**config.mk**
```make
export PLATFORM = sky130hd
export DESIGN_NAME = aes_div
export DESIGN_NICKNAME = d
export VERILOG_FILES = /design/src/rtl/aes_pkg.sv /design/src/rtl/aes_div.sv
export SDC_FILE = /design/constraint.sdc
export NUM_CORES = 1
export LEC_CHECK = 0
export BUFFER_PORTS_ARGS = -buffer_cell sky130_fd_sc_hd__buf_2
export CAP_MARGIN = 20
export CELL_PAD_IN_SITES_DETAIL_PLACEMENT = 0
export CELL_PAD_IN_SITES_GLOBAL_PLACEMENT = 2
export CORE_MARGIN = 4
export CORE_UTILIZATION = 39
export DETAILED_ROUTE_END_ITERATION = 12
export GPL_TIMING_DRIVEN = 0
export MAX_ROUTING_LAYER = met4
export PLACE_DENSITY_LB_ADDON = 0.1
export SLEW_MARGIN = 5
export SYNTH_ARGS = -nofsm -noshare
export SYNTH_HDL_FRONTEND = slang
export SYNTH_SLANG_ARGS = --single-unit
```
**constraint.sdc**
```tcl
create_clock -name clk -period 8.3 [get_ports clk]
set_clock_uncertainty 0.15 [all_clocks]
set_input_delay 1.66 -clock clk [delete_from_list [all_inputs] [get_ports clk]]
set_output_delay 1.66 -clock clk [all_outputs]
set_load 0.02 [all_outputs]
```
**src/rtl/aes_pkg.sv**
```systemverilog
`default_nettype none
// ----------------------------------------------------------------------------
// aes_pkg: shared types and constants of the sensor averager and scaler
// Slot layout, item and control structs, log2 table, per-channel constants.
// ----------------------------------------------------------------------------
package aes_pkg;

  localparam int CHANNELS       = 4;
  localparam int SLOTS          = 2 * CHANNELS;
  localparam int SLOT_W         = $clog2(SLOTS);
  localparam int LOG_TABLE_BITS = 8;
  localparam int TAB_SIZE       = (1 << LOG_TABLE_BITS) + 1;
  localparam int REM_W          = 32 - LOG_TABLE_BITS;
  localparam int QDEPTH         = 2;
  localparam int QPTR_W         = $clog2(QDEPTH);
  localparam int QCNT_W         = $clog2(QDEPTH + 1);
  localparam int CFG_IDX_W      = 2;
  localparam int CFG_DATA_W     = 16;
  localparam int DIV_NW         = 42;
  localparam int DIV_DW         = 34;
  localparam int DIV_STEPS      = DIV_NW / 2;
  localparam int DIV_CNT_W      = $clog2(DIV_STEPS + 1);

  localparam logic [15:0] WEIGHT_RESET = 16'd6554;
  localparam logic [14:0] ZSTART_RESET = 15'd2667;
  localparam logic [14:0] ZFLOOR_RESET = 15'd1333;
  localparam logic [1:0]  THERM_CH     = 2'd2;
  localparam logic [1:0]  TRACK_CH     = 2'd3;

  // ceil(2^42 / 15625), exact quotient for every pressure numerator
  localparam logic [28:0] P_RECIP      = 29'd281474977;

  typedef enum logic [CFG_IDX_W-1:0] {
    CFG_WEIGHT = 2'd0,
    CFG_ZSTART = 2'd1,
    CFG_ZFLOOR = 2'd2
  } cfg_idx_t;

  typedef enum logic [1:0] {
    ROLE_PRESS,
    ROLE_TRACK,
    ROLE_THERM
  } role_t;

  typedef struct packed {
    logic              dev;
    logic [1:0]        ch;
    logic signed [15:0] raw;
    logic [SLOT_W-1:0] slot;
    role_t             role;
  } item_t;

  typedef struct packed {
    logic                  we;
    logic [CFG_IDX_W-1:0]  index;
    logic [CFG_DATA_W-1:0] data;
  } cfg_wr_t;

  typedef struct packed {
    logic              start;
    logic [DIV_NW-1:0] numer;
    logic [DIV_DW-1:0] den;
  } div_req_t;

  typedef struct packed {
    logic              done;
    logic [DIV_NW-1:0] quo;
  } div_rsp_t;

  typedef enum logic [4:0] {
    B_IDLE, B_EMA, B_LEVEL, B_CLASS, B_PNUM, B_PMUL, B_PDIV, B_PREC, B_PQ,
    B_LOGX, B_NORM, B_INTERP, B_LOGSUM, B_LN, B_SQ, B_CUBE,
    B_BLN, B_CCUBE, B_INV, B_NMUL, B_TDIV, B_DIVW, B_DONE
  } back_state_t;

  typedef logic [TAB_SIZE-1:0][16:0] log_tab_t;

  function automatic log_tab_t build_log_tab();
    log_tab_t    t;
    logic [63:0] m;
    logic [16:0] y;
    for (int i = 0; i < TAB_SIZE; i++) begin
      if (i == (1 << LOG_TABLE_BITS)) begin
        t[i] = 17'd65536;
      end else begin
        m = 64'((1 << LOG_TABLE_BITS) + i) << (30 - LOG_TABLE_BITS);
        y = '0;
        for (int k = 15; k >= 0; k--) begin
          m = (m * m) >> 30;
          if (m >= (64'd2 << 30)) begin
            m = m >> 1;
            y[k] = 1'b1;
          end
        end
        t[i] = y;
      end
    end
    return t;
  endfunction

  localparam log_tab_t LOG_TAB = build_log_tab();

  function automatic role_t role_of(input logic dev, input logic [1:0] ch);
    if (ch == THERM_CH) return ROLE_THERM;
    if (!dev && ch == TRACK_CH) return ROLE_TRACK;
    return ROLE_PRESS;
  endfunction

  // scale in milli hPa per volt
  function automatic logic [22:0] press_k(input logic dev, input logic [1:0] ch);
    logic [2:0] sel;
    sel = {dev, ch};
    case (sel)
      3'b000:  return 23'd2500000;
      3'b001:  return 23'd258575;
      3'b011:  return 23'd1723690;
      3'b100:  return 23'd517000;
      3'b101:  return 23'd2585535;
      default: return 23'd258575;
    endcase
  endfunction

  function automatic logic [14:0] press_max(input logic dev, input logic [1:0] ch);
    logic [2:0] sel;
    sel = {dev, ch};
    case (sel)
      3'b000:  return 15'd10000;
      3'b001:  return 15'd1034;
      3'b011:  return 15'd6895;
      3'b100:  return 15'd2068;
      3'b101:  return 15'd10342;
      default: return 15'd1034;
    endcase
  endfunction

  function automatic logic signed [35:0] sh_a(input logic dev);
    return dev ? 36'sd15450000 : 36'sd15728000;
  endfunction

  function automatic logic signed [35:0] sh_b(input logic dev);
    return dev ? 36'sd2138000 : 36'sd2139000;
  endfunction

  function automatic logic signed [25:0] sh_c(input logic dev);
    return dev ? 26'sd2313 : 26'sd1682;
  endfunction

endpackage

`default_nettype wire

```
**src/rtl/aes_div.sv**
```systemverilog
`default_nettype none
// ----------------------------------------------------------------------------
// aes_div: unsigned divider
// Restoring division, two quotient bits per cycle.
// ----------------------------------------------------------------------------
module aes_div (
  input  logic              clk,
  input  logic              rst,
  input  aes_pkg::div_req_t req,
  output aes_pkg::div_rsp_t rsp
);
  import aes_pkg::*;

  logic [DIV_DW:0]    rem;
  logic [DIV_NW-1:0]  q;
  logic [DIV_DW-1:0]  den;
  logic [DIV_CNT_W-1:0] cnt;
  logic               busy;
  logic               done;
  logic [DIV_DW:0]    r1;
  logic [DIV_DW:0]    r2;
  logic               b1;
  logic               b2;

  always_comb begin
    r1 = {rem[DIV_DW-1:0], q[DIV_NW-1]};
    b1 = r1 >= {1'b0, den};
    if (b1) r1 = r1 - {1'b0, den};
    r2 = {r1[DIV_DW-1:0], q[DIV_NW-2]};
    b2 = r2 >= {1'b0, den};
    if (b2) r2 = r2 - {1'b0, den};
  end

  always_ff @(posedge clk) begin
    if (req.start) begin
      rem <= '0;
      q   <= req.numer;
      den <= req.den;
    end else if (busy) begin
      rem <= r2;
      q   <= {q[DIV_NW-3:0], b1, b2};
    end
  end

  always_ff @(posedge clk) begin
    if (rst) begin
      busy <= 1'b0;
      done <= 1'b0;
      cnt  <= '0;
    end else begin
      done <= 1'b0;
      if (req.start) begin
        busy <= 1'b1;
        cnt  <= DIV_CNT_W'(DIV_STEPS);
      end else if (busy) begin
        cnt <= cnt - 1'b1;
        if (cnt == DIV_CNT_W'(1)) begin
          busy <= 1'b0;
          done <= 1'b1;
        end
      end
    end
  end

  assign rsp.done = done;
  assign rsp.quo  = q;

endmodule

`default_nettype wire

```
# Word-level counts from Yosys, hierarchy flattened
# Index checks and enable logic that the tools add are counted.
# Widths: inputs -> output; s select.
[op_classes] n_addsub=3 magnitude_cmp=2 eq_ne=1 muxes=10 n_bitwise=1 reduce_logical=3
[ops] cell="$mux 42" count=2
[ops] cell="$ge 35x34->1" count=2
[ops] cell="$mux 34" count=2
[ops] cell="$sub 34x34->34" count=2
[ops] cell="$mux 5" count=2
[ops] cell="$eq 5x1->1 const B" count=1
[ops] cell="$sub 5x1->5 const B" count=1
[ops] cell="$mux 1" count=4
[ops] cell="$reduce_or 3->1" count=1
[ops] cell="$reduce_bool 2->1" count=1
[ops] cell="$reduce_or 2->1" count=1
[ops] cell="$not 1->1" count=1
[word_totals] regBits=117 in_bits=79 out_inout_bits=43 elab_cells=27

# Depth between registers and ports, before layout
[depth] depth_word=5 depth_mapped=24 mapped_depth_nobuf=22

# Least setup slack after synthesis
# OpenSTA, ideal clock, no wires.
[synth_path] kind="reg-to-reg" startpoint="reg den[32]" endpoint="reg q[0] (data pin)" setup_time_ns=0.260 arrival_ns=5.159 required_time_ns=7.890 path_slack_ns=2.731 stages_incl_launch_ff=23 n_path_buf=3 synth_period_minus_slack_ns=5.569 path_cell_list="edfxtp_1 > inv_1 > ha_1 > a21o_1 > a211o_1 > a31oi_4 > nand3b_1 > a2111o_1 > nand2_2 > buf_2 > clkbuf_1 > o21ai_0 > ha_1 > a21o_1 > a21o_1 > a21o_1 > a2111oi_0 > nand3_1 > a211oi_2 > a2bb2oi_2 > buf_2 > nand2_1 > mux2_2"
[synth_between] elab_chain_cells=5 elab_cells_between_ends=6 classes_between="add/sub (1); order compare (2); mux (3)"
[synth_lines] element="start, declared" line="aes_div.sv:16" rtl="logic [DIV_DW-1:0] den;"
[synth_lines] element="start signal, assigned" line="aes_div.sv:38" rtl="den <= req.den;"
[synth_lines] element="$sub 34x34->34 or $ge 35x34->1 (tied branches)" line="aes_div.sv:28, aes_div.sv:27"
[synth_lines] element="$mux 34" line="aes_div.sv:28" rtl="if (b1) r1 = r1 - {1'b0, den};"
[synth_lines] element="$ge 35x34->1 (*)" line="aes_div.sv:30" rtl="b2 = r2 >= {1'b0, den};"
[synth_lines] element="$mux 42 (*)" line="aes_div.sv:39" rtl="end else if (busy) begin"
[synth_lines] element="$mux 42 (*)" line="aes_div.sv:35" rtl="if (req.start) begin"
[synth_lines] element="end signal, assigned" line="aes_div.sv:37" rtl="q <= req.numer;"
[synth_lines] element="end signal, assigned" line="aes_div.sv:41" rtl="q <= {q[DIV_NW-3:0], b1, b2};"
[synth_lines] element="end, declared" line="aes_div.sv:15" rtl="logic [DIV_NW-1:0] q;"
# Mark *: on every way between the ends. The rest lies on a longest branch, timed or not. The select of a mux whose other input is x is not followed.
# A chain may end at the register's enable or synchronous reset.

# Final worst setup path
[layout_path] startpoint="reg den[6]" endpoint="reg rem[14]"
[layout_between] elab_chain_cells=4 elab_cells_between_ends=6 classes_between="add/sub (2); order compare (2); mux (2)"
[layout_lines] element="$sub 34x34->34 or $ge 35x34->1 (tied branches)" line="aes_div.sv:28, aes_div.sv:27"
[layout_lines] element="$mux 34" line="aes_div.sv:28"
[layout_lines] element="$sub 34x34->34 or $ge 35x34->1 (tied branches)" line="aes_div.sv:31, aes_div.sv:30"
[layout_lines] element="$mux 34 (*)" line="aes_div.sv:31" rtl="if (b2) r2 = r2 - {1'b0, den};"
[layout_lines] element="end signal, assigned" line="aes_div.sv:40" rtl="rem <= r2;"
[layout_lines] element="end, declared" line="aes_div.sv:14" rtl="logic [DIV_DW:0] rem;"
# Mark *: on every way between the ends. The rest lies on a longest branch, timed or not.

==> results.toml <==
[worst_setup_path]
cp_cell_sequence = "inv_1, ha_1, clkbuf_1, nand4_1, nor4_1, a31oi_4, nand3b_1, a2111oi_1, nor2_2, buf_2, mux2_2, ha_1, a21oi_1, nor2_1, a2111oi_2, a2111o_1, nand3_1, a211oi_2, a2bb2oi_2, clkbuf_1, a21oi_1, a211oi_1"
cp-end-kind = "register"
r2r_cells = 22
crit_buf_inv = 4
required_ns = 8.49
max_stage_delay_ns = 0.77
worst_path_max_delay_cell = "nor4_1"
worstPathArrival_ns = 7.93
crit_fanout = 10
cp_top_family = "compound AO/OA/AOI/OAI gates"
start_kind = "register"
worstSetupPathDepth = 22
critical_path_class = "register to register"

[timing]
drv_slew = 0
max_slew_margin_pct = 33.5
fin_hold_ws_ns = 0.343
fin_tns_setup_ns = 0
setup_viol = 0
hold_viol = 0
worst_slew_pin_slew_ns = 0.998
timing.final.ws_setup_ns = 0.560
max_freq_mhz = 129
finalCritPeriodShare_pct = 93.3
rsz0062_at_grt = "false"
fin_crit_ns = 7.74

[routing]
via_per_inst = 5.70
wirelength_mm = 33.5
wl_per_cell_um = 22.5
ant_nets = 0
drt_iter0_drc = 645
drc = 0
vias = 8469
firstDrtPassIters = 5

[placed_design]
dp_hpwl_mm = 25.8
dp.cells = 1455
port_buffers = 121
gp_congestion = 0.933
pre_cts_slack_ns = 0.112

[pwr]
leakagePower_nw = 4.71
p_int_mw = 1.77
powerDensity_nw_per_um2 = 304
switching_share_pct = 46.4
power_frac_seq_pct = 23.0
pwr-share-clk_pct = 22.6
p_comb_share_pct = 54.4
peakVddDrop_mv = 0.133
power_switching_mw = 1.53

[clock_tree]
root_buffer = "clkbuf_16"
numCtsBuffers = 17
clock_path_buffers = 2
ctsHoldBuffers = 0
htreeDepth = 4
clkLatencyLatePin_ns = 0.43
cts_sinks = 117
post_cts.repair.setup_buffers = 0
path_clk_slew_ns = 0.07
cts_tree = "built"

[cells_and_area]
drive_gt1_share_pct = 21.2
layout.nets = 1305
area_growth_pct = 17.3
insertedDiodeCount = 0
stdcell_count = 1486

[synth]
ys_types = 80
ys_ff_latch = 117
syn-num-nets = 1165
ys_seq_area_share_pct = 33.5
yosysWarnings = 0
syn-cell-area_um2 = 9260
synthFlopType = "edfxtp_1"
avgSynthCellArea_um2 = 9.13
synth_edf_count = 76
synthArstFlopShare_pct = 0
synth_cells = 1014

[worst_hold_path]
holdCritPathClass = "register to register"
hold_depth = 2

[floorplanning]
initial_core_util_pct = 39.5
die_h_um = 162
coreArea_um2 = 23400
die_x_um = 162
num_rows = 56
dieArea_um2 = 26300
boundaryPins = 122

[grt]
antenna_found_initial = 0
grt_usage_pct = 26.2
grt_pass1_wl_mm = 50.5
grt_max_degree = 36
grt-ovfl-total = 0
grt_pass1_vias = 8373

[status]
status = "finished clean"

[job]
maxCapViolations = 0
==> layer usage <==
layer,wire [µm],global-route usage [%],vias to the layer above
li1,-,-,4146
met4,934,8.65,0
met2,15000,40.1,300
met5,0,-,-
met1,15300,35.2,3964
met3,2270,4.97,59
==> per-stage QoR <==
stage	utilization, %	total power [mW]	cell area (µm²)
3_5_place_dp	43.9	2.53	10300
4_1_cts	46.4	3.29	10900
6_report	46.4	3.30	10900
3_3_place_gp	43.8	2.55	10300
5_1_grt	46.4	3.51	10900
2_1_floorplan	-	2.03	9260
==> cell usage after synthesis, drive strengths merged (3+ instances only) <==
cell / instances / area, µm²
a2111oi: 15 / 154
a211o: 3 / 26.3
a211oi: 31 / 238
a21boi: 6 / 45.0
a21o: 36 / 270
a21oi: 76 / 380
a311oi: 13 / 114
a31oi: 12 / 90.1
and2: 7 / 43.8
and3: 16 / 105
buf: 17 / 86.3
clkbuf: 36 / 135
dfxtp: 41 / 821
edfxtp: 76 / 2280
ha: 70 / 876
inv: 54 / 203
mux2: 56 / 634
mux2i: 3 / 42.5
nand2: 59 / 224
nand2b: 7 / 43.8
nand3: 33 / 165
nand4: 13 / 81.3
nor2: 86 / 333
nor2b: 9 / 56.3
nor3: 23 / 115
nor4: 8 / 50.1
o211a: 9 / 90.1
o211ai: 11 / 82.6
o21a: 11 / 82.6
o21ai: 45 / 225
o21bai: 16 / 120
o22ai: 3 / 18.8
o311a: 3 / 30.0
o311ai: 3 / 26.3
o31a: 3 / 26.3
o31ai: 4 / 30.0
o41ai: 7 / 68.8
or2: 5 / 31.3
or3: 4 / 25.0
xnor2: 37 / 324
xor2: 14 / 123
==> area by class of cell <==
| cell class | instances | area [µm²] |
|---|---|---|
| clock buffers | 17 | 425 |
| inverters | 55 | 206 |
| well taps | 319 | 399 |
| repair buffers | 122 | 626 |
| clock inverters | 15 | 151 |
| plain buffers | 52 | 218 |
| flip-flops and latches | 117 | 3100 |
| fillers | 2331 | 12500 |
| multi-input cells | 789 | 5720 |
==> power by group through the flow <==
stage | combinational (mW) | sequential, mW | clock, mW
final | 1.79 | 0.760 | 0.744
after global routing | 1.96 | 0.768 | 0.779
after CTS | 1.78 | 0.759 | 0.752
after detailed placement | 1.76 | 0.769 | 0
after global placement | 1.78 | 0.770 | 0
after floorplan | 1.24 | 0.784 | 0
==> placed cells by master (no fill, tap or decap), drive strengths merged, types with 31 or more instances in the layout <==
cell	count
a211oi	31
a21o	36
a21oi	76
buf	139
clkbuf	52
dfxtp	41
edfxtp	76
ha	70
inv	64
mux2	56
nand2	59
nand3	33
nor2	86
o21ai	45
xnor2	37
==> tightest hold or removal path: stages, from the launching register on <==
cell	delay, ns
dfxtp_1	0.32
nand2_1	0.06
o31ai_1	0.06
==> cells by family (layout without fill, tap and decap cells) <==
kind of cell             after synthesis  after routing  share of synthesized area [%]
multiplexers                          59             59                           7.31
AND/OR/NAND/NOR                      278            278                           14.5
XOR/XNOR                              51             51                           4.83
flip-flops                           117            117                           33.5
AO/OA/AOI/OAI                        329            329                           25.3
buffers and inverters                108            261                           4.62
adder cells (fa/ha/maj)               72             72                           9.90
==> final timing paths <==
path / start / endpoint / slack (ns)
setup / recovery: den[6] / rem[14] / 0.56
hold / removal: rem[33] / rem[33] / 0.34
setup reg to reg: den[6] / rem[14] / 0.56
hold reg to reg: rem[33] / rem[33] / 0.34
==> registers in the layout, summed over array words and instances, names as in the netlist <==
signal,flops
busy,1
cnt,5
den,34
done,1
q,42
rem,34
==> repair_timing <==
item	CTS	global route
endpoints found under the hold margin	0	0
resized for setup	0	1
setup endpoints to repair	0	35
Power figures use the tool's default switching activity.
