--- src/rtl/aes_pkg.sv ---
`default_nettype none
// ----------------------------------------------------------------------------
// aes_pkg: shared types and constants of the sensor averager and scaler
// Slot layout, item and control structs, log2 table, per-channel constants.
// ----------------------------------------------------------------------------
package aes_pkg;

  localparam int CHANNELS       = 4;
  localparam int SLOTS          = 2 * CHANNELS;
  localparam int SLOT_W         = $clog2(SLOTS);
  localparam int LOG_TABLE_BITS = 8;
  localparam int TAB_SIZE       = (1 << LOG_TABLE_BITS) + 1;
  localparam int REM_W          = 32 - LOG_TABLE_BITS;
  localparam int QDEPTH         = 2;
  localparam int QPTR_W         = $clog2(QDEPTH);
  localparam int QCNT_W         = $clog2(QDEPTH + 1);
  localparam int CFG_IDX_W      = 2;
  localparam int CFG_DATA_W     = 16;
  localparam int DIV_NW         = 42;
  localparam int DIV_DW         = 34;
  localparam int DIV_STEPS      = DIV_NW / 2;
  localparam int DIV_CNT_W      = $clog2(DIV_STEPS + 1);

  localparam logic [15:0] WEIGHT_RESET = 16'd6554;
  localparam logic [14:0] ZSTART_RESET = 15'd2667;
  localparam logic [14:0] ZFLOOR_RESET = 15'd1333;
  localparam logic [1:0]  THERM_CH     = 2'd2;
  localparam logic [1:0]  TRACK_CH     = 2'd3;

  // ceil(2^42 / 15625), exact quotient for every pressure numerator
  localparam logic [28:0] P_RECIP      = 29'd281474977;

  typedef enum logic [CFG_IDX_W-1:0] {
    CFG_WEIGHT = 2'd0,
    CFG_ZSTART = 2'd1,
    CFG_ZFLOOR = 2'd2
  } cfg_idx_t;

  typedef enum logic [1:0] {
    ROLE_PRESS,
    ROLE_TRACK,
    ROLE_THERM
  } role_t;

  typedef struct packed {
    logic              dev;
    logic [1:0]        ch;
    logic signed [15:0] raw;
    logic [SLOT_W-1:0] slot;
    role_t             role;
  } item_t;

  typedef struct packed {
    logic                  we;
    logic [CFG_IDX_W-1:0]  index;
    logic [CFG_DATA_W-1:0] data;
  } cfg_wr_t;

  typedef struct packed {
    logic              start;
    logic [DIV_NW-1:0] numer;
    logic [DIV_DW-1:0] den;
  } div_req_t;

  typedef struct packed {
    logic              done;
    logic [DIV_NW-1:0] quo;
  } div_rsp_t;

  typedef enum logic [4:0] {
    B_IDLE, B_EMA, B_LEVEL, B_CLASS, B_PNUM, B_PMUL, B_PDIV, B_PREC, B_PQ,
    B_LOGX, B_NORM, B_INTERP, B_LOGSUM, B_LN, B_SQ, B_CUBE,
    B_BLN, B_CCUBE, B_INV, B_NMUL, B_TDIV, B_DIVW, B_DONE
  } back_state_t;

  typedef logic [TAB_SIZE-1:0][16:0] log_tab_t;

  function automatic log_tab_t build_log_tab();
    log_tab_t    t;
    logic [63:0] m;
    logic [16:0] y;
    for (int i = 0; i < TAB_SIZE; i++) begin
      if (i == (1 << LOG_TABLE_BITS)) begin
        t[i] = 17'd65536;
      end else begin
        m = 64'((1 << LOG_TABLE_BITS) + i) << (30 - LOG_TABLE_BITS);
        y = '0;
        for (int k = 15; k >= 0; k--) begin
          m = (m * m) >> 30;
          if (m >= (64'd2 << 30)) begin
            m = m >> 1;
            y[k] = 1'b1;
          end
        end
        t[i] = y;
      end
    end
    return t;
  endfunction

  localparam log_tab_t LOG_TAB = build_log_tab();

  function automatic role_t role_of(input logic dev, input logic [1:0] ch);
    if (ch == THERM_CH) return ROLE_THERM;
    if (!dev && ch == TRACK_CH) return ROLE_TRACK;
    return ROLE_PRESS;
  endfunction

  // scale in milli hPa per volt
  function automatic logic [22:0] press_k(input logic dev, input logic [1:0] ch);
    logic [2:0] sel;
    sel = {dev, ch};
    case (sel)
      3'b000:  return 23'd2500000;
      3'b001:  return 23'd258575;
      3'b011:  return 23'd1723690;
      3'b100:  return 23'd517000;
      3'b101:  return 23'd2585535;
      default: return 23'd258575;
    endcase
  endfunction

  function automatic logic [14:0] press_max(input logic dev, input logic [1:0] ch);
    logic [2:0] sel;
    sel = {dev, ch};
    case (sel)
      3'b000:  return 15'd10000;
      3'b001:  return 15'd1034;
      3'b011:  return 15'd6895;
      3'b100:  return 15'd2068;
      3'b101:  return 15'd10342;
      default: return 15'd1034;
    endcase
  endfunction

  function automatic logic signed [35:0] sh_a(input logic dev);
    return dev ? 36'sd15450000 : 36'sd15728000;
  endfunction

  function automatic logic signed [35:0] sh_b(input logic dev);
    return dev ? 36'sd2138000 : 36'sd2139000;
  endfunction

  function automatic logic signed [25:0] sh_c(input logic dev);
    return dev ? 26'sd2313 : 26'sd1682;
  endfunction

endpackage

`default_nettype wire

--- src/rtl/aes_queue.sv ---
`default_nettype none
// ----------------------------------------------------------------------------
// aes_queue: item queue
// Short queue between intake and the conversion engine.
// ----------------------------------------------------------------------------
module aes_queue (
  input  logic            clk,
  input  logic            rst,
  input  logic            push,
  input  aes_pkg::item_t  push_item,
  output logic            full,
  output logic            pop_valid,
  input  logic            pop,
  output aes_pkg::item_t  pop_item
);
  import aes_pkg::*;

  item_t             mem [QDEPTH];
  logic [QPTR_W-1:0] wr_ptr;
  logic [QPTR_W-1:0] rd_ptr;
  logic [QCNT_W-1:0] count;

  assign full      = count == QCNT_W'(QDEPTH);
  assign pop_valid = count != '0;
  assign pop_item  = mem[rd_ptr];

  always_ff @(posedge clk) begin
    if (push) begin
      mem[wr_ptr] <= push_item;
    end
  end

  always_ff @(posedge clk) begin
    if (rst) begin
      wr_ptr <= '0;
      rd_ptr <= '0;
      count  <= '0;
    end else begin
      if (push) begin
        wr_ptr <= (wr_ptr == QPTR_W'(QDEPTH - 1)) ? '0 : wr_ptr + 1'b1;
      end
      if (pop) begin
        rd_ptr <= (rd_ptr == QPTR_W'(QDEPTH - 1)) ? '0 : rd_ptr + 1'b1;
      end
      if (push && !pop) begin
        count <= count + 1'b1;
      end else if (pop && !push) begin
        count <= count - 1'b1;
      end
    end
  end

endmodule

`default_nettype wire

--- config.mk ---
export PLATFORM = sky130hd
export DESIGN_NAME = aes_queue
export DESIGN_NICKNAME = d
export VERILOG_FILES = /design/src/rtl/aes_pkg.sv /design/src/rtl/aes_queue.sv
export SDC_FILE = /design/constraint.sdc
export NUM_CORES = 1
export LEC_CHECK = 0
export BUFFER_PORTS_ARGS = -buffer_cell sky130_fd_sc_hd__buf_2
export CORE_AREA = 8 8 69 71
export DETAILED_ROUTE_END_ITERATION = 10
export DIE_AREA = 0 0 77 79
export PLACE_DENSITY = 0.81
export SETUP_SLACK_MARGIN = 0.2
export SYNTH_ARGS = -nofsm -noshare
export SYNTH_HDL_FRONTEND = slang
export SYNTH_SLANG_ARGS = --single-unit
--- constraint.sdc ---
create_clock -name clk -period 2.99 [get_ports clk]
set_input_delay 0.299 -clock clk [delete_from_list [all_inputs] [get_ports clk]]
set_output_delay 0.299 -clock clk [all_outputs]
set_load 0.05 [all_outputs]
---- Yosys cells after proc, flatten, opt, wreduce, memory -nomap -nowiden ----
Memory sizes are Yosys's and may differ from the RTL's. A register that Yosys moved wholly into a read port is not among the register bits.
Index checks and enable logic that the tools add are counted.
storage, ports and cells
  word-level logic and storage cells ...... 23
  bits in writable memories ............... 48
  output and inout port bits .............. 26
  register bits ........................... 4
  memories kept ........................... 1
  bits of input ports ..................... 28
operators by class
  reduce and logical (&&, ||, !) cells .... 6
  equal/unequal tests ..................... 1
  muxes and demuxes ....................... 8
  add/subtract/negate cells ............... 4
memory list
  name  depth  width  read ports  clocked after Yosys merged registers in  write ports  RTL line         text
  mem   2      24     1           1                                        1            aes_queue.sv:18  item_t mem [QDEPTH];
operators by type and width
  operator                                                             number
  1-bit two-way mux                                                    6
  2-bit two-way mux                                                    2
  2-bit nonzero test                                                   2
  1-bit adder (second input constant)                                  2
  2-bit by 1-bit adder with 2-bit output (second input constant)       1
  2-bit == test (second input constant)                                1
  1-bit logical AND                                                    2
  1-bit logical NOT                                                    2
  2-bit by 1-bit subtractor with 2-bit output (second input constant)  1

---- Logic depth before layout (Yosys ltp) ----
Gate-level depths: netlist (run 1).
  word-level depth ........................ 4
  gate-level depth with buffers ........... 5
  depth with buffers taken out ............ 5

---- Worst setup path after synthesis (run 1) ----
Ideal clock, no wire load.
  kind .................................... register -> register
  start point ............................. reg wr_ptr
  end point ............................... mem mem[0][0] (netlist bit), enable pin
  buffers on the path ..................... 0
  data required time ...................... 2.582 ns
  clock period less this slack ............ 1.824 ns
  library setup time ...................... 0.408 ns
  data arrival time ....................... 1.416 ns
  path slack .............................. 1.166 ns
  stages on the path, launching flop included .. 2
  cell sequence ........................... dfxtp_1 > nor2b_1
RTL lines
  element                   RTL line         text
  start: declaration        aes_queue.sv:19  logic [QPTR_W-1:0] wr_ptr;
  start signal: assignment  aes_queue.sv:40  wr_ptr <= (wr_ptr == QPTR_W'(QDEPTH - 1)) ? '0 : wr_ptr + 1'b1;
  end: declaration          aes_queue.sv:18
Straight into the memory's write port.

==> results.py, run 1 <==
metrics = {
    "drt": {
        "postRouteAntennaNets": 0,
        "wl_um": 3470,
        "drtPass1Iterations": 4,
        "vias": 1009,
        "viasPerCell": 4.85,
        "drt_iter0_markers": 54,
        "drc": 0,
        "wire_per_inst_um": 16.7,
    },
    "hold_path": {
        "hp-start": "push_item[10]",
        "hp-class": "in -> reg",
    },
    "timing": {
        "finClkSkew_ns": 0.00457,
        "fmax_ghz": 0.474,
        "min_period_ns": 2.11,
        "hold_viol": 0,
        "slew_violations": 0,
        "slew_headroom_pct": 69.5,
        "fin_crit_sh_pct": 70.6,
        "setup_tns_ns": 0,
        "rsz0062_at_grt": "false",
        "setup-violations-final": 0,
        "setup_ws_ns": 0.880,
        "worst_slew_pin_slew_ns": 0.457,
    },
    "floorplan": {
        "rows": 23,
        "core_mm2": 0.00380,
        "die_y_um": 79,
        "num_io_pins": 54,
        "start_util_pct": 51.1,
        "die_w_um": 77,
        "die_area_mm2": 0.00608,
    },
    "setup_path": {
        "cp-end-kind": "output pin",
        "reg2reg_from": "wr_ptr",
        "cp_data_arrival_time_ns": 1.81,
        "slowest_stage": "dfxtp_1",
        "path_cells": "buf_4 -> mux2_2 -> buf_2",
        "crit_path_start_kind": "flop",
        "critPathTopFamily": "flip-flops",
        "crit_type": "reg -> out",
        "max_stage_delay_ns": 0.61,
        "worstPathMaxFanout": 14,
        "path_buf_inv": 2,
        "worst_ep_required_time_ns": 2.69,
    },
    "synthesis": {
        "synth-warning-count": 0,
        "synthCells": 97,
        "syn_area_per_cell_um2": 20.0,
        "seq_area_frac_synth_pct": 79.4,
        "synth_nets": 126,
        "synthFlopType": "edfxtp_1",
        "synth.distinct_cells": 17,
        "ys_ff_latch": 53,
        "synthArstFlopShare_pct": 0,
        "syn_area_mm2": 0.00194,
        "synth-edff-count": 48,
    },
    "clock_tree": {
        "clock_latency_ns": 0.30,
        "cts.clk_slew.worst_paths_ns": 0.09,
        "cts_num_sinks": 53,
        "ctsResizeCount": 0,
        "cts_tree": "done",
        "clk_path_buf_depth": 2,
        "postCtsHoldBufs": 0,
        "cts_root_buf": "clkbuf_8",
        "postCtsSetupRepairBufs": 0,
        "cts_max_level": 2,
        "cts_buffers": 5,
    },
    "placement": {
        "placed_cells": 200,
        "gp_congestion": 0.728,
        "place_ws_ns": 1.19,
        "dp_hpwl_um": 2540,
        "port_buffers": 53,
    },
    "pwr": {
        "finalPower_w": 0.00158,
        "max-vdd-ir-drop_mv": 0.445,
        "power_density_mw_per_mm2": 670,
        "power.leakage_nw": 0.908,
    },
    "global_routing": {
        "grt_overflow": 0,
        "grt_pass1_vias": 1198,
        "grt_pass1_wl_um": 5510,
        "grt_max_degree": 25,
        "antenna_found_initial": 0,
        "grt_usage_pct": 11.5,
    },
    "finish": {
        "nFillCells": 299,
        "final_layout_size_suffix_gt1_share_pct": 57.6,
        "area_growth_syn_to_layout_pct": 21.8,
        "n_antenna_cell": 0,
        "fin_cells": 208,
        "nNetsFinal": 186,
    },
    "status": {
        "status": "complete, no violations",
    },
    "job": {
        "max_cap_violations": 0,
    },
}
state kept, by name, indices dropped and copies added (netlist names), named ones only:
| register | count |
|---|---|
| mem | 48 |
| wr_ptr | 1 |
| rd_ptr | 1 |
| count | 2 |
placed cells by master, fill, tap and decap left out:
cell        count
o21ai_0         1
clkbuf_8        5
buf_4           3
a21oi_1         1
or2_2           1
edfxtp_1       48
xnor2_1         2
nor2_1          4
inv_6           1
clkinvlp_4      1
xor2_1          2
dfxtp_1         5
and2b_2         1
buf_2          53
ha_1            1
clkinv_2        1
mux2_2         24
inv_1           1
or3_1           1
and2_1          1
nor2b_2         1
power by group:
group          total (W)  internal, W  switching (W)  leakage (nW)
registers       0.000880     0.000860      0.0000201         0.492
logic           0.000309    0.0000923       0.000216         0.371
clock network   0.000394     0.000166       0.000228        0.0445
total            0.00158      0.00112       0.000465         0.908
layer usage:
layer  vias to the layer above  track usage [%]  wire, um
met5                         -                0         0
met4                         0             4.53        32
met3                         5             3.95       203
met2                        37             20.7      1840
met1                       481             12.0      1400
li1                        486                -         -
logic make-up (layout without fill, tap and decap cells):
family / Yosys count / after routing / share of synthesized area (%)
flip-flops: 53 / 53 / 79.4
multiplexers: 24 / 24 / 13.9
AND/OR/NAND/NOR: 9 / 9 / 2.51
XOR/XNOR: 4 / 4 / 1.80
buffers and inverters: 4 / 65 / 1.22
AO/OA/AOI/OAI: 2 / 2 / 0.515
adder cells (fa/ha/maj): 1 / 1 / 0.644
through the flow:
step                      utilization (%)  cell area, um2  hold WS, ns
after floorplan                         -            1940        0.368
after global placement               59.9            2270        0.472
after detailed placement             59.9            2270        0.492
after CTS                            62.3            2360        0.172
after global routing                 62.3            2360        0.167
final                                62.3            2360        0.177
final cells by class:
type | count | area, um2 | area share [%]
clock buffers | 5 | 68.8 | 2.91
well taps | 50 | 62.6 | 2.65
repair buffers | 56 | 288 | 12.2
clock inverters | 3 | 21.3 | 0.899
flip-flops and latches | 53 | 1540 | 65.2
inverters | 1 | 3.75 | 0.159
multi-input cells | 40 | 379 | 16.0
worst reg2reg max path, cell delays in order, from the launching register on:
cell	delay (ns)
dfxtp_1	0.39
and2_1	0.14
buf_4	0.31
synthesized netlist by cell type, drive strengths merged, types with 2 or more instances:
master / n / area (um2)
nor2: 4 / 15.0
edfxtp: 48 / 1440
dfxtp: 5 / 100
buf: 3 / 20.0
xor2: 2 / 17.5
mux2: 24 / 270
xnor2: 2 / 17.5
path summary, 6_finish.rpt:
path | depth (start not counted) | slack (ns) | endpoint
setup / recovery | 3 | 0.88 | pop_item[21]
hold / removal | 1 | 0.18 | mem[0][10]
setup reg to reg | 2 | 1.83 | mem[1][17]
hold reg to reg | 2 | 0.52 | count[1]
Power figures use the tool's default switching activity.
==> run 2, diff against run 1 <==
Settings changed: ABC_AREA set to 1, CORE_AREA 8 8 69 71 to 8 8 76 78, DIE_AREA 0 0 77 79 to 0 0 84 86, PLACE_DENSITY 0.81 to 0.73.
Clock period 2.99 ns to 1.7 ns, I/O delays scaled along.
==> results.py, run 2 <==
metrics = {
    "setup_path": {
        "path_cells": "clkbuf_16 -> mux2_4 -> buf_6",
        "cp-end-kind": "output pin",
        "reg2reg_from": "wr_ptr",
        "worst_ep_required_time_ns": 1.53,
        "rrSetupSlack_ns": 0.56,
        "path_buf_inv": 2,
        "max_stage_delay_ns": 0.43,
        "critPathTopFamily": "flip-flops",
        "slowest_stage": "dfxtp_4",
        "cp_data_arrival_time_ns": 1.37,
        "crit_path_start_kind": "flop",
        "reg2reg_depth": 3,
        "worstPathMaxFanout": 6,
        "r2r_end": "mem[1][12]",
        "crit_type": "reg -> out",
    },
    "floorplan": {
        "die_area_mm2": 0.00722,
        "die_w_um": 84,
        "core_mm2": 0.00460,
        "start_util_pct": 44.9,
        "num_io_pins": 54,
        "die_y_um": 86,
        "rows": 25,
    },
    "timing": {
        "setup_tns_ns": 0,
        "min_period_ns": 1.54,
        "finClkSkew_ns": 0.00652,
        "hold_viol": 0,
        "slew_headroom_pct": 78.6,
        "worst_slew_pin_slew_ns": 0.321,
        "rsz0062_at_grt": "true",
        "hold-worst-slack_ns": 0.0573,
        "fin_crit_sh_pct": 90.8,
        "fmax_ghz": 0.648,
        "setup-violations-final": 0,
        "slew_violations": 0,
    },
    "clock_tree": {
        "postCtsHoldBufs": 0,
        "clock_latency_ns": 0.30,
        "cts_tree": "done",
        "cts_root_buf": "clkbuf_8",
        "cts.clk_slew.worst_paths_ns": 0.08,
        "cts_max_level": 2,
        "cts_buffers": 5,
        "cts_num_sinks": 53,
        "clk_path_buf_depth": 2,
    },
    "drt": {
        "vias": 1095,
        "drt_iter0_markers": 55,
        "drc": 0,
        "wire_per_inst_um": 16.5,
        "drtPass1Iterations": 4,
        "wl_um": 3740,
        "postRouteAntennaNets": 0,
        "viasPerCell": 4.85,
    },
    "finish": {
        "nFillCells": 352,
        "final_cell_mix": "48 x edfxtp_1, 29 x buf_2, 23 x buf_6",
        "final_layout_size_suffix_gt1_share_pct": 52.9,
        "largest_reg_flops": 48,
        "nNetsFinal": 200,
        "area_growth_syn_to_layout_pct": 32.0,
        "layout_commonest_cell": "edfxtp_1",
        "n_antenna_cell": 0,
        "fin_cells": 226,
        "top_register": "mem",
        "largestRegisters": "mem x48, count x2",
    },
    "synthesis": {
        "synth-warning-count": 0,
        "synth.distinct_cells": 16,
        "synth_top_area_cell": "edfxtp_1",
        "synthCells": 108,
        "yosys-top-cells-area": "edfxtp_1 70%, mux2_4 15%, dfxtp_1 4.8%",
        "seq_area_frac_synth_pct": 74.7,
        "synthArstFlopShare_pct": 0,
        "synth_commonest_cells": "48 x edfxtp_1, 20 x mux2_4, 9 x inv_1",
        "synth_nets": 137,
        "yosysMostFrequentCell": "edfxtp_1",
        "synthFlopType": "edfxtp_1",
        "ys_ff_latch": 53,
        "synth.top_cell.area_share_pct": 69.8,
        "synth-edff-count": 48,
        "syn_area_mm2": 0.00206,
        "syn_area_per_cell_um2": 19.1,
    },
    "placement": {
        "dp_hpwl_um": 2440,
        "placed_cells": 215,
        "port_buffers": 53,
        "gp_congestion": 0.675,
    },
    "hold_path": {
        "min_to": "mem[0][3]",
        "hp-start": "push_item[3]",
        "hold-path-cell-count": 1,
        "hp-class": "in -> reg",
    },
    "global_routing": {
        "grt_overflow": 0,
        "grt_pass1_wl_um": 5740,
        "grt_pass1_vias": 1205,
        "antenna_found_initial": 0,
        "grt_usage_pct": 10.3,
        "grt_max_degree": 25,
    },
    "pwr": {
        "power.leakage_nw": 1.12,
        "max-vdd-ir-drop_mv": 0.664,
        "power_density_mw_per_mm2": 1100,
    },
    "status": {
        "status": "complete, no violations",
    },
    "job": {
        "max_cap_violations": 0,
    },
}
==> run 2: cell count changes after synthesis, sizes merged <==
| cell | before | now |
|---|---|---|
| or3 | 1 | 0 |
| nor2 | 4 | 6 |
| nand2 | 0 | 6 |
| nor3 | 0 | 1 |
| and2 | 1 | 0 |
| nand3 | 0 | 1 |
| nor2b | 1 | 0 |
| inv | 1 | 9 |
| or2 | 1 | 0 |
| xnor2 | 2 | 1 |
| nand4 | 0 | 1 |
| xor2 | 2 | 0 |
| and2b | 1 | 0 |
==> run 2: cell type report <==
class	count	area, um2	area share [%]
inverters	9	33.8	1.24
clock inverters	2	33.8	1.24
repair buffers	59	532	19.5
flip-flops and latches	53	1550	56.7
well taps	54	67.6	2.48
clock buffers	6	72.6	2.66
multi-input cells	43	440	16.2
==> run 2: timing repair <==
action                     CTS  global route
pin swaps                    0             0
cloned                       1             2
setup endpoints to repair   24            24
resized for setup           27            25
buffers inserted             0             0
==> run 2: stage by stage <==
step	utilization, %	total power, W	setup WS, ns	cell area (um2)
2_1_floorplan	-	0.00200	0.335	2070
3_3_place_gp	51.8	0.00210	0.414	2380
3_5_place_dp	51.8	0.00211	0.401	2380
4_1_cts	56.1	0.00297	0.118	2580
5_1_grt	59.3	0.00313	0.112	2730
6_report	59.3	0.00301	0.156	2730
==> run 2: how the worst max path moves through the flow <==
stage | from | to | slack, ns | cells past startpoint
2_1_floorplan | wr_ptr | mem[0][0] | 0.33 | 1
3_3_place_gp | flop | pop_item[9] | 0.41 | 3
3_5_place_dp | flop | pop_item[3] | 0.40 | 3
4_1_cts | flop | pop_item[8] | 0.12 | 3
5_1_grt | flop | pop_item[3] | 0.11 | 3
6_report | flop | pop_item[22] | 0.16 | 3
==> run 2: where the power goes <==
group | internal (W) | switching, W
clock network | 0.000435 | 0.000365
registers | 0.00150 | 0.0000292
logic | 0.000288 | 0.000392
==> run 2: per-layer routing <==
| metal | share of wire [%] | vias up | global-route usage [%] |
|---|---|---|---|
| met1 | 41 | 538 | 10.3 |
| li1 | - | 520 | - |
| met2 | 54 | 33 | 18.2 |
| met4 | 0.78 | 0 | 4.24 |
| met3 | 5.1 | 4 | 4.74 |
| met5 | 0 | - | 0 |
==> run 2: cell families (layout without fill, tap and decap cells) <==
logic type / count (synthesis) / in the layout / synth area share (%)
buffers and inverters: 12 / 76 / 4.12
adder cells (fa/ha/maj): 1 / 1 / 0.606
XOR/XNOR: 1 / 1 / 0.424
AND/OR/NAND/NOR: 15 / 15 / 2.97
flip-flops: 53 / 53 / 74.7
multiplexers: 24 / 24 / 16.7
AO/OA/AOI/OAI: 2 / 2 / 0.484
